--- config.mk ---
export PLATFORM = sky130hd
export DESIGN_NAME = fasta_gc_content_counter
export DESIGN_NICKNAME = d
export VERILOG_FILES = /design/src/rtl/gcc_pkg.sv /design/src/rtl/gcc_parser.sv /design/src/rtl/gcc_divider.sv /design/src/rtl/fasta_gc_content_counter.sv
export VERILOG_INCLUDE_DIRS = /design/src /design/src/rtl
export SDC_FILE = /design/constraint.sdc
export NUM_CORES = 2
export LEC_CHECK = 0
export ABC_AREA = 1
export ABC_CLOCK_PERIOD_IN_PS = 25700
export BUFFER_PORTS_ARGS = -buffer_cell sky130_fd_sc_hd__buf_2
export CAP_MARGIN = 40
export CELL_PAD_IN_SITES_DETAIL_PLACEMENT = 0
export CELL_PAD_IN_SITES_GLOBAL_PLACEMENT = 1
export CORE_MARGIN = 2
export CORE_UTILIZATION = 35
export DETAILED_ROUTE_END_ITERATION = 16
export PLACE_DENSITY_LB_ADDON = 0.1
export SYNTH_ARGS = -nofsm -noshare
export SYNTH_HDL_FRONTEND = slang
export SYNTH_SLANG_ARGS = --single-unit
--- constraint.sdc ---
create_clock -name aclk -period 25.7 [get_ports aclk]
set_clock_uncertainty 0.2 [all_clocks]
set_input_delay 2.57 -clock aclk [delete_from_list [all_inputs] [get_ports aclk]]
set_output_delay 2.57 -clock aclk [all_outputs]
set_load 0.005 [all_outputs]
--- src/rtl/assert_macros.svh ---
// Assertion macros shared by the GC content counter modules.
`ifndef ASSERT_MACROS_SVH
`define ASSERT_MACROS_SVH

// The consequent must hold in the same cycle as the antecedent.
`define ASSERT_IMPLIES(lbl, clk, rstn, ante, cons, msg) \
    lbl: assert property (@(posedge clk) disable iff (!rstn) (ante) |-> (cons)) \
        else $error(msg);

// The consequent must hold in the cycle after the antecedent.
`define ASSERT_NEXT(lbl, clk, rstn, ante, cons, msg) \
    lbl: assert property (@(posedge clk) disable iff (!rstn) (ante) |=> (cons)) \
        else $error(msg);

`endif

--- src/rtl/gcc_pkg.sv ---
// Shared defaults and output layout constants for the GC content counter.
package gcc_pkg;

    localparam int COUNT_BITS_DEF    = 32;
    localparam int FRACTION_BITS_DEF = 16;

    // Output field widths, fixed by the result item format.
    localparam int FIELD_W = 32;
    localparam int FRAC_W  = 17;

    // Packed result data: 258 bits of fields padded to 33 bytes.
    localparam int M_TDATA_W = 264;
    localparam int M_PAD_W   = M_TDATA_W - (7 * FIELD_W) - (2 * FRAC_W);

endpackage

--- src/rtl/gcc_parser.sv ---
// FASTA byte parser with saturating record and genome counters.
module gcc_parser
    import gcc_pkg::*;
#(
    parameter int COUNT_BITS = COUNT_BITS_DEF
) (
    input  logic                  aclk,
    input  logic                  aresetn,
    input  logic                  in_accept,
    input  logic [7:0]            in_byte,
    input  logic                  in_last,
    output logic                  close_o,
    output logic [COUNT_BITS-1:0] snap_num,
    output logic [COUNT_BITS-1:0] snap_gc,
    output logic [COUNT_BITS-1:0] snap_len,
    output logic [COUNT_BITS-1:0] snap_a,
    output logic [COUNT_BITS-1:0] snap_t,
    output logic [COUNT_BITS-1:0] snap_g,
    output logic [COUNT_BITS-1:0] snap_c,
    output logic                  snap_last
);

    localparam logic [7:0] CH_GT   = 8'h3E;
    localparam logic [7:0] CH_NL   = 8'h0A;
    localparam logic [7:0] CH_A    = 8'h41;
    localparam logic [7:0] CH_T    = 8'h54;
    localparam logic [7:0] CH_G    = 8'h47;
    localparam logic [7:0] CH_C    = 8'h43;
    localparam logic [7:0] CASE_MASK = 8'hDF;
    localparam logic [COUNT_BITS-1:0] CNT_MAX = '1;

    typedef enum logic [2:0] {
        M_FIRST  = 3'b001,
        M_HEADER = 3'b010,
        M_SEQ    = 3'b100
    } mode_t;

    function automatic logic [COUNT_BITS-1:0] sat_inc(input logic [COUNT_BITS-1:0] v);
        return (v == CNT_MAX) ? v : v + 1'b1;
    endfunction

    mode_t                 mode_reg, mode_next;
    logic [COUNT_BITS-1:0] gc_reg, len_reg, num_reg, a_reg, t_reg, g_reg, c_reg;
    logic [COUNT_BITS-1:0] gc_upd, len_upd, a_upd, t_upd, g_upd, c_upd;
    logic                  in_seq, is_gt, is_nl, count_byte;
    logic [7:0]            folded;

    assign in_seq     = (mode_reg == M_SEQ);
    assign is_gt      = (in_byte == CH_GT);
    assign is_nl      = (in_byte == CH_NL);
    assign count_byte = in_seq && !is_gt && !is_nl;
    assign folded     = in_byte & CASE_MASK;

    assign len_upd = count_byte ? sat_inc(len_reg) : len_reg;
    assign a_upd   = (count_byte && folded == CH_A) ? sat_inc(a_reg) : a_reg;
    assign t_upd   = (count_byte && folded == CH_T) ? sat_inc(t_reg) : t_reg;
    assign g_upd   = (count_byte && folded == CH_G) ? sat_inc(g_reg) : g_reg;
    assign c_upd   = (count_byte && folded == CH_C) ? sat_inc(c_reg) : c_reg;
    assign gc_upd  = (count_byte && (folded == CH_G || folded == CH_C)) ?
                     sat_inc(gc_reg) : gc_reg;

    assign close_o = in_accept && ((in_seq && is_gt) || in_last);

    always_comb begin
        case (mode_reg)
            M_FIRST:  mode_next = M_HEADER;
            M_HEADER: mode_next = is_nl ? M_SEQ : M_HEADER;
            M_SEQ:    mode_next = M_SEQ;
            default:  mode_next = M_FIRST;
        endcase
    end

    always_ff @(posedge aclk) begin
        if (!aresetn) begin
            mode_reg <= M_FIRST;
            gc_reg   <= '0;
            len_reg  <= '0;
            num_reg  <= '0;
            a_reg    <= '0;
            t_reg    <= '0;
            g_reg    <= '0;
            c_reg    <= '0;
        end else if (in_accept) begin
            if (close_o && in_last) begin
                mode_reg <= M_FIRST;
                gc_reg   <= '0;
                len_reg  <= '0;
                num_reg  <= '0;
                a_reg    <= '0;
                t_reg    <= '0;
                g_reg    <= '0;
                c_reg    <= '0;
            end else if (close_o) begin
                // A '>' closes the record and opens a new header line.
                mode_reg <= M_HEADER;
                gc_reg   <= '0;
                len_reg  <= '0;
                num_reg  <= sat_inc(num_reg);
            end else begin
                mode_reg <= mode_next;
                gc_reg   <= gc_upd;
                len_reg  <= len_upd;
                a_reg    <= a_upd;
                t_reg    <= t_upd;
                g_reg    <= g_upd;
                c_reg    <= c_upd;
            end
        end
    end

    always_ff @(posedge aclk) begin
        if (close_o) begin
            snap_num  <= num_reg;
            snap_gc   <= gc_upd;
            snap_len  <= len_upd;
            snap_a    <= a_upd;
            snap_t    <= t_upd;
            snap_g    <= g_upd;
            snap_c    <= c_upd;
            snap_last <= in_last;
        end
    end

endmodule

--- src/rtl/gcc_divider.sv ---
// Shared restoring divider: floor(num * 2^FRACTION_BITS / den), at most 2^FRACTION_BITS, and 0 for den 0.
module gcc_divider
    import gcc_pkg::*;
#(
    parameter int COUNT_BITS    = COUNT_BITS_DEF,
    parameter int FRACTION_BITS = FRACTION_BITS_DEF
) (
    input  logic                     aclk,
    input  logic                     aresetn,
    input  logic                     start,
    input  logic [COUNT_BITS+1:0]    num,
    input  logic [COUNT_BITS+1:0]    den,
    output logic                     done,
    output logic [FRACTION_BITS:0]   quot
);

    `include "assert_macros.svh"

    localparam int N_W   = COUNT_BITS + 2;
    localparam int CNT_W = $clog2(FRACTION_BITS);
    localparam logic [CNT_W-1:0] LAST_STEP = CNT_W'(FRACTION_BITS - 1);
    localparam logic [FRACTION_BITS:0] Q_ONE = {1'b1, {FRACTION_BITS{1'b0}}};

    logic                   busy_reg, done_reg;
    logic [CNT_W-1:0]       cnt_reg;
    logic [N_W-1:0]         rem_reg, den_reg;
    logic [FRACTION_BITS:0] quot_reg;
    logic [N_W:0]           rem_sh, rem_sub;
    logic                   take;

    // One quotient bit per cycle: shift the remainder and try a subtract.
    assign rem_sh  = {rem_reg, 1'b0};
    assign rem_sub = rem_sh - {1'b0, den_reg};
    assign take    = (rem_sh >= {1'b0, den_reg});

    always_ff @(posedge aclk) begin
        if (!aresetn) begin
            busy_reg <= 1'b0;
            done_reg <= 1'b0;
            cnt_reg  <= '0;
        end else if (start) begin
            cnt_reg <= '0;
            if (den == '0 || num >= den) begin
                busy_reg <= 1'b0;
                done_reg <= 1'b1;
            end else begin
                busy_reg <= 1'b1;
                done_reg <= 1'b0;
            end
        end else if (busy_reg) begin
            cnt_reg <= cnt_reg + 1'b1;
            if (cnt_reg == LAST_STEP) begin
                busy_reg <= 1'b0;
                done_reg <= 1'b1;
            end else begin
                done_reg <= 1'b0;
            end
        end else begin
            done_reg <= 1'b0;
        end
    end

    always_ff @(posedge aclk) begin
        if (start) begin
            den_reg <= den;
            rem_reg <= num;
            if (den == '0) begin
                quot_reg <= '0;
            end else if (num >= den) begin
                quot_reg <= Q_ONE;
            end else begin
                quot_reg <= '0;
            end
        end else if (busy_reg) begin
            rem_reg  <= take ? rem_sub[N_W-1:0] : rem_sh[N_W-1:0];
            quot_reg <= {quot_reg[FRACTION_BITS-1:0], take};
        end
    end

    assign done = done_reg;
    assign quot = quot_reg;

    `ASSERT_NEXT(a_start_runs, aclk, aresetn, start, busy_reg || done_reg, "start ignored")
    `ASSERT_IMPLIES(a_busy_not_done, aclk, aresetn, busy_reg, !done_reg, "busy and done")
    `ASSERT_NEXT(a_done_pulse, aclk, aresetn, done_reg, !done_reg, "done held")

endmodule

--- src/rtl/fasta_gc_content_counter.sv ---
// Top level of the FASTA GC content counter: sequencer, shared divider and result register.
//
// The s_ channel takes one byte of a FASTA file per item: s_tdata[7:0] is the byte and
// s_tlast marks the last byte of the file. The first byte and the rest of that header
// line are skipped; in sequence lines every byte except a newline counts toward the record
// length, and A, T, G and C in either case also count as bases. A '>' in a sequence line
// or the last byte closes the record and produces one item on the m_ channel.
// Ordinary bytes are taken at one per cycle. A closing byte drops s_tready while the shared
// divider computes the record GC fraction, one quotient bit per cycle, and at end of input
// also the genome fraction on the same divider. Degenerate divisions finish at once.
// After the last division the result waits in a hold state until the output register is
// free, then is loaded there and raises m_tvalid. It sits in that output register,
// so bytes keep flowing while the receiver stalls; only a second closing byte then waits,
// holding its finished result until m_tready frees the register.
// All counters return to their reset values when the last byte is taken, and after the
// final result (m_tlast high) the next byte starts a new file. A synchronous low aresetn
// clears the parser, the sequencer and the output valid at the next rising edge of aclk.
module fasta_gc_content_counter
    import gcc_pkg::*;
#(
    parameter int COUNT_BITS    = COUNT_BITS_DEF,
    parameter int FRACTION_BITS = FRACTION_BITS_DEF
) (
    input  logic                 aclk,
    input  logic                 aresetn,
    input  logic                 s_tvalid,
    output logic                 s_tready,
    input  logic [7:0]           s_tdata,   // [7:0] data_byte
    input  logic                 s_tlast,   // end_of_input
    output logic                 m_tvalid,
    input  logic                 m_tready,
    // [31:0] record_number, [63:32] gc_bases, [95:64] record_bytes,
    // [112:96] gc_fraction, [144:113] genome_a, [176:145] genome_t,
    // [208:177] genome_g, [240:209] genome_c, [257:241] genome_gc_fraction,
    // [263:258] zero
    output logic [M_TDATA_W-1:0] m_tdata,
    output logic                 m_tuser,   // empty_record
    output logic                 m_tlast    // is_final
);

    `include "assert_macros.svh"

    localparam int N_W = COUNT_BITS + 2;

    // Sequencer: take bytes, divide for the record, at end of input divide for the genome, hand off.
    typedef enum logic [3:0] {
        ST_RUN  = 4'b0001,
        ST_DREC = 4'b0010,
        ST_DGEN = 4'b0100,
        ST_HOLD = 4'b1000
    } state_t;

    state_t                state_reg, state_next;
    logic                  launch_reg, launch_next;
    logic                  close;
    logic                  in_accept;
    logic                  in_div;
    logic [COUNT_BITS-1:0] snap_num, snap_gc, snap_len;
    logic [COUNT_BITS-1:0] snap_a, snap_t, snap_g, snap_c;
    logic                  snap_last;
    logic [N_W-1:0]        gnum_reg, gden_reg;
    logic [N_W-1:0]        div_num, div_den;
    logic                  div_done;
    logic [FRACTION_BITS:0] div_quot;
    logic [FRACTION_BITS:0] rec_frac_reg, gen_frac_reg;
    logic                  out_free, out_load;
    logic                  m_tvalid_reg;
    logic [M_TDATA_W-1:0]  m_tdata_reg;
    logic                  m_tuser_reg, m_tlast_reg;
    logic [FIELD_W-1:0]    ga_f, gt_f, gg_f, gc_f;
    logic [FRAC_W-1:0]     gfrac_f;

    assign s_tready  = (state_reg == ST_RUN);
    assign in_accept = s_tvalid && s_tready;
    assign in_div    = (state_reg == ST_DREC) || (state_reg == ST_DGEN);

    gcc_parser #(
        .COUNT_BITS (COUNT_BITS)
    ) u_parser (
        .aclk      (aclk),
        .aresetn   (aresetn),
        .in_accept (in_accept),
        .in_byte   (s_tdata),
        .in_last   (s_tlast),
        .close_o   (close),
        .snap_num  (snap_num),
        .snap_gc   (snap_gc),
        .snap_len  (snap_len),
        .snap_a    (snap_a),
        .snap_t    (snap_t),
        .snap_g    (snap_g),
        .snap_c    (snap_c),
        .snap_last (snap_last)
    );

    // Genome sums are ready long before the genome division starts.
    always_ff @(posedge aclk) begin
        gnum_reg <= N_W'(snap_g) + N_W'(snap_c);
        gden_reg <= N_W'(snap_g) + N_W'(snap_c) + N_W'(snap_a) + N_W'(snap_t);
    end

    assign div_num = (state_reg == ST_DGEN) ? gnum_reg : N_W'(snap_gc);
    assign div_den = (state_reg == ST_DGEN) ? gden_reg : N_W'(snap_len);

    gcc_divider #(
        .COUNT_BITS    (COUNT_BITS),
        .FRACTION_BITS (FRACTION_BITS)
    ) u_divider (
        .aclk    (aclk),
        .aresetn (aresetn),
        .start   (launch_reg),
        .num     (div_num),
        .den     (div_den),
        .done    (div_done),
        .quot    (div_quot)
    );

    assign out_free = !m_tvalid_reg || m_tready;
    assign out_load = (state_reg == ST_HOLD) && out_free;

    always_comb begin
        state_next  = state_reg;
        launch_next = 1'b0;
        case (state_reg)
            ST_RUN: begin
                if (close) begin
                    state_next  = ST_DREC;
                    launch_next = 1'b1;
                end
            end
            ST_DREC: begin
                if (div_done) begin
                    if (snap_last) begin
                        state_next  = ST_DGEN;
                        launch_next = 1'b1;
                    end else begin
                        state_next = ST_HOLD;
                    end
                end
            end
            ST_DGEN: begin
                if (div_done) begin
                    state_next = ST_HOLD;
                end
            end
            ST_HOLD: begin
                if (out_free) begin
                    state_next = ST_RUN;
                end
            end
            default: begin
                state_next = ST_RUN;
            end
        endcase
    end

    always_ff @(posedge aclk) begin
        if (!aresetn) begin
            state_reg  <= ST_RUN;
            launch_reg <= 1'b0;
        end else begin
            state_reg  <= state_next;
            launch_reg <= launch_next;
        end
    end

    always_ff @(posedge aclk) begin
        if (state_reg == ST_DREC && div_done) begin
            rec_frac_reg <= div_quot;
        end
        if (state_reg == ST_DGEN && div_done) begin
            gen_frac_reg <= div_quot;
        end
    end

    // Genome fields are zero on every result except the final one.
    assign ga_f    = snap_last ? FIELD_W'(snap_a) : '0;
    assign gt_f    = snap_last ? FIELD_W'(snap_t) : '0;
    assign gg_f    = snap_last ? FIELD_W'(snap_g) : '0;
    assign gc_f    = snap_last ? FIELD_W'(snap_c) : '0;
    assign gfrac_f = snap_last ? FRAC_W'(gen_frac_reg) : '0;

    always_ff @(posedge aclk) begin
        if (!aresetn) begin
            m_tvalid_reg <= 1'b0;
        end else if (out_load) begin
            m_tvalid_reg <= 1'b1;
        end else if (m_tready) begin
            m_tvalid_reg <= 1'b0;
        end
    end

    always_ff @(posedge aclk) begin
        if (out_load) begin
            m_tdata_reg <= {{M_PAD_W{1'b0}}, gfrac_f, gc_f, gg_f, gt_f, ga_f,
                            FRAC_W'(rec_frac_reg), FIELD_W'(snap_len),
                            FIELD_W'(snap_gc), FIELD_W'(snap_num)};
            m_tuser_reg <= (snap_len == '0);
            m_tlast_reg <= snap_last;
        end
    end

    assign m_tvalid = m_tvalid_reg;
    assign m_tdata  = m_tdata_reg;
    assign m_tuser  = m_tuser_reg;
    assign m_tlast  = m_tlast_reg;

    `ASSERT_IMPLIES(a_done_in_div, aclk, aresetn, div_done, in_div, "done outside a division")
    `ASSERT_NEXT(a_close_launch, aclk, aresetn, close, launch_reg && in_div, "no launch on close")
    `ASSERT_NEXT(a_hold_load, aclk, aresetn, out_load, m_tvalid_reg && s_tready, "lost result")

endmodule
# == Word level (Yosys, flattened, before mapping) ==
# Index checks and enable logic that the tools add are counted.
# totals
ff_bits,910
latchBits,0
mem_bits_rw,0
rom_bits,0
in_bits,13
out_inout_bits,268
wordCells,165
mem_count,0
# op_classes
addsub,12
mul,0
div_mod_pow,0
magnitude_cmp,2
n_eq_ne,27
shifts,0
mux,60
bitwise_logic,1
n_reduce_logical,30
# op_table
cell,n
32-bit two-way mux,27
32-bit by 1-bit adder with 32-bit output (second input constant),7
32-bit equality test (second input constant),7
34-bit two-way mux,4
17-bit two-way mux,4
35-bit by 34-bit greater-or-equal comparator with 1-bit output,1
33-bit by 32-bit adder with 34-bit output,1
34-bit by 32-bit adder with 34-bit output,1
33-bit by 34-bit greater-or-equal comparator with 1-bit output,1
34-bit logical NOT,1
34-bit subtractor,1
32-bit by 32-bit adder with 33-bit output,1
33-bit two-way mux,1
32-bit logical NOT,1
7-bit by 6-bit equality test with 1-bit output (second input constant),4
4-bit two-way mux,5
4-bit one-hot mux with 4 select lines,1
1-bit logical AND,14
1-bit two-way mux,13
3-bit two-way mux,3
3-bit one-hot mux with 3 select lines,1
4-bit equality test (second input constant),2
8-bit by 4-bit equality test with 1-bit output (second input constant),1
8-bit by 6-bit equality test with 1-bit output (second input constant),1
18 further kinds,29

# == Logic depth before layout (Yosys ltp) ==
# depth
word_depth,8
mapped_depth,27
mapped_depth_nobuf,27

# == Hierarchy ==
# A second synthesis with hierarchy kept.
# hier_totals
hier_cells,6635
hier_area_um2,51151.6
# by_module_without_submodules
mod,instances,cells_per_inst,area_per_inst_um2,seq_area_each_um2
gcc_parser,1,3594,25256.7,11300.8
fasta_gc_content_counter,1,2012,18123.6,10289.9
gcc_divider,1,1029,7771.2,2672.6

# == Worst setup path after synthesis ==
# OpenSTA, ideal clock, no wires.
# synth_timing
path_type,input to register
from,in m_tready
to,"reg m_tdata_reg[0], in the netlist m_tdata[0], enable pin"
setup_ps,887
arrival_ps,13322
t_required_ps,24613
setup_slack_ps,11291
cell_stages,2
path_buffers,0
path_cell_list,nor2_1 -> nor2_1
# synth_between
elab_chain_len,2
# synth_rtl
item,line_no,text
start: declaration,fasta_gc_content_counter.sv:31,"input logic m_tready,"
1-bit logical OR,fasta_gc_content_counter.sv:118,assign out_free = !m_tvalid_reg || m_tready;
1-bit logical AND,fasta_gc_content_counter.sv:119,assign out_load = (state_reg == ST_HOLD) && out_free;
net out_load,fasta_gc_content_counter.sv:66,"logic out_free, out_load;"
end signal: assignment,fasta_gc_content_counter.sv:195,"m_tdata_reg <= {{M_PAD_W{1'b0}}, gfrac_f, gc_f, gg_f, gt_f, ga_f,"
end: declaration,fasta_gc_content_counter.sv:68,logic [M_TDATA_W-1:0] m_tdata_reg;
# The timed path passes the listed nets, and every way through them passes these cells.
# A chain may end at the register's enable or synchronous reset.

# == Worst setup path in the final report ==
# layout_timing
from,in s_tvalid
to,reg u_parser.len_reg[6]
# layout_between
elab_chain_len,4
elab_cells_between_ends,5
cone_classes,mux (2); reduce/logical (3)
# layout_rtl
item,line_no,text
start: declaration,fasta_gc_content_counter.sv:26,"input logic s_tvalid,"
1-bit logical AND *,fasta_gc_content_counter.sv:74,assign in_accept = s_tvalid && s_tready;
1-bit logical AND,gcc_parser.sv:62,assign close_o = in_accept && ((in_seq && is_gt) || in_last);
32-bit two-way mux / 1-bit logical AND (equally long branches),"gcc_parser.sv:93, gcc_parser.sv:84",
32-bit two-way mux,gcc_parser.sv:84,if (close_o && in_last) begin
end signal: assignment,gcc_parser.sv:102,len_reg <= len_upd;
end: declaration,gcc_parser.sv:43,"logic [COUNT_BITS-1:0] gc_reg, len_reg, num_reg, a_reg, t_reg, g_reg, c_reg;"
# Every way passes the cells marked *; elsewhere a longest branch is shown, timed or not.

==> run_results.csv <==
group,metric,value,unit
outcome,status,"finished, final reports clean",
grt,grtUsageTotal,22.8,%
clocking,clock_tree.buffer_depth,3,
timing,max_freq,169,MHz
grt,grt_pass1_vias,39571,
yosys,synthFlopType,"edfxtp_1",
grt,grt_max_degree,103,
power,powerDensity,63.1,mW/mm²
clocking,cts_tree,"done",
grt,antenna_found_initial,9,
timing,setup_ws,19770,ps
yosys,syn_area_per_cell,7.73,µm²
clocking,cts.repair.resized,0,
hold_path,hold_class,"register to register",
yosys,synth_top_area_share,36.4,%
power,cellLeakagePower,0.0242,µW
route,ant_nets,0,
timing,max-slew-margin-rel,41.5,%
timing,rsz0062_at_grt,"no",
yosys,ys_seq_area_share,48.7,%
place,pre_cts_ws,19020,ps
setup_path,end_kind,"register",
cells_and_area,multi_input_area,0.0213,mm²
yosys,synth_edf_count,604,
timing,setup_viol,0,
yosys,syn_inst,6445,
route,vias_per_cell,4.81,
yosys,synth_top_cell_by_area,"edfxtp_1",
timing,tightest_slew,877,ps
yosys,netlist_area,0.0498,mm²
setup_path,rr_worst_depth,22,
place,portBuffers,274,
clocking,hold_buffers,0,
floorplanning,core_area,0.141,mm²
setup_path,worstPathMaxFanout,62,
yosys,ys_warn_count,0,
cells_and_area,final_area,0.0566,mm²
floorplanning,die_y,381,µm
yosys,synth_cell_type_count,51,
yosys,yosysMostFrequentCell,"nand2_1",
place,place_congestion,0.901,
setup_path,path_class,"input port to register",
timing,fin_crit_sh,23.1,%
floorplanning,fp.dieW,381,µm
route,num_vias,41727,
route,wl,169,mm
floorplanning,die-area,0.145,mm²
floorplanning,rows,138,
setup_path,critPathArrivalTime,6390,ps
clocking,cts_made_buffers,105,
yosys,async_flop_share,0,%
yosys,ys_ff_latch,910,
hold_path,min_path_cells,0,
setup_path,required,26160,ps
timing,finalMaxSlewViolations,0,
clocking,cts_root_buffer,"clkbuf_16",
cells_and_area,nets,6879,
grt,grt_pass1_wl,252,mm
clocking,clk_pin_slew,60,ps
place,dpl_cell_area,0.0532,mm²
run,max-cap-violations,0,
setup_path,start_kind,"input port",
route,drc,0,
timing,hold_viol,0,
setup_path,regToRegSetupSlack,20330,ps
yosys,synth_commonest_cells,"nand2_1 (2305), inv_1 (891), edfxtp_1 (604)",
route,wl_per_cell,19.5,µm
yosys,synth_area_leaders,"edfxtp_1 (36%), nand2_1 (17%), dfxtp_1 (12%)",
timing,final.setup.tns,0,ps
clocking,htreeDepth,3,
route,drtPass1Iterations,6,
cells_and_area,synthToLayoutAreaGrowth,13.6,%
place,hpwlAfterDp,129,mm
power,irDropWorstVdd,0.0584,mV
floorplanning,initial_core_util,35.2,%
floorplanning,io-pin-count,281,
clocking,post_cts_buffers,0,
timing,hold_ws,213,ps
timing,final_period_minus_worst_setup_slack,5930,ps
cells_and_area,n_fill_cell,14722,
cells_and_area,largest_reg_flops,258,
clocking,cts_sinks,910,
cells_and_area,drive_gt1_share,8.18,%
cells_and_area,regArea,0.0243,mm²
route,drt_iter0_drc,3104,
clocking,insertion_delay,750,ps
grt,gr-total-overflow,0,
## stage by stage
step	power (µW)	std cells	utilization, %
2_1_floorplan	1970	6450	-
3_3_place_gp	2130	8468	37.5
3_5_place_dp	2130	8474	37.6
4_1_cts	3620	8673	40.0
5_1_grt	3730	8674	40.0
6_report	3570	8675	40.0
## metal layers
metal  track usage [%]  routed length (µm)
met1              32.7               80300
met2              36.3               76300
met3              2.72                8340
met4              6.25                3890
met5                 0                   0
## power by group
group          internal, µW  leakage (µW)  switching (µW)  total [µW]
sequential             1620       0.00808            39.0        1660
combinational           128        0.0145             307         435
clock                   808       0.00161             663        1470
## placed cells by master (no fill, tap or decap), types with 33 or more instances in the layout
master	synthesis	final
xor2_1	75	75
nand4_1	40	40
inv_1	891	891
ha_1	139	139
nor2_1	560	557
o21ai_0	138	138
clkbuf_16	0	105
xnor2_1	46	46
fa_1	35	35
a21oi_1	340	340
buf_2	67	274
nand2_1	2305	2303
nand3_1	458	458
o21ai_1	34	33
edfxtp_1	604	604
nor3_1	76	76
buf_4	15	37
nand3b_1	67	67
dfxtp_1	306	305
## final timing paths
check / from / to
worst max-delay path: s_tvalid / u_parser.len_reg[6]$_SDFFE_PN0P_
worst min-delay path: u_parser.snap_num[19]$_DFFE_PP_ / m_tdata[19]$_DFFE_PP_
worst max register to register: u_parser.snap_c[0]$_DFFE_PP_ / gden_reg[30]$_DFF_P_
worst min register to register: u_parser.snap_num[19]$_DFFE_PP_ / m_tdata[19]$_DFFE_PP_
## cell type report
type | count | area share (%)
inverters | 906 | 6.02
multi-input cells | 4451 | 37.7
repair buffers | 318 | 3.24
clock inverters | 59 | 0.966
well taps | 1890 | 4.18
diodes | 1 | 0.00442
clock buffers | 140 | 5.02
flip-flops and latches | 910 | 42.9
## critical path: stages
cell and delay, ps:
buf_2 90, nand2_2 40, buf_4 310, inv_2 170, nand2_1 100, nor2_4 450
buf_16 240, buf_4 580, buf_4 760, buf_4 620, nand3_1 140, a21oi_1 160
## kinds of logic after synthesis
logic type | Yosys count | synth area share (%)
adders and majority gates | 174 | 4.90
xor gates and xnor gates | 121 | 2.13
AOI/OAI and AO/OA | 567 | 6.01
muxes | 1 | 0.0201
DFF | 910 | 48.7
other | 1 | 0.00753
and+or+nand+nor | 3582 | 29.6
buffers and inverters | 1089 | 8.65
No activity file was read; power rests on OpenSTA's default activity.
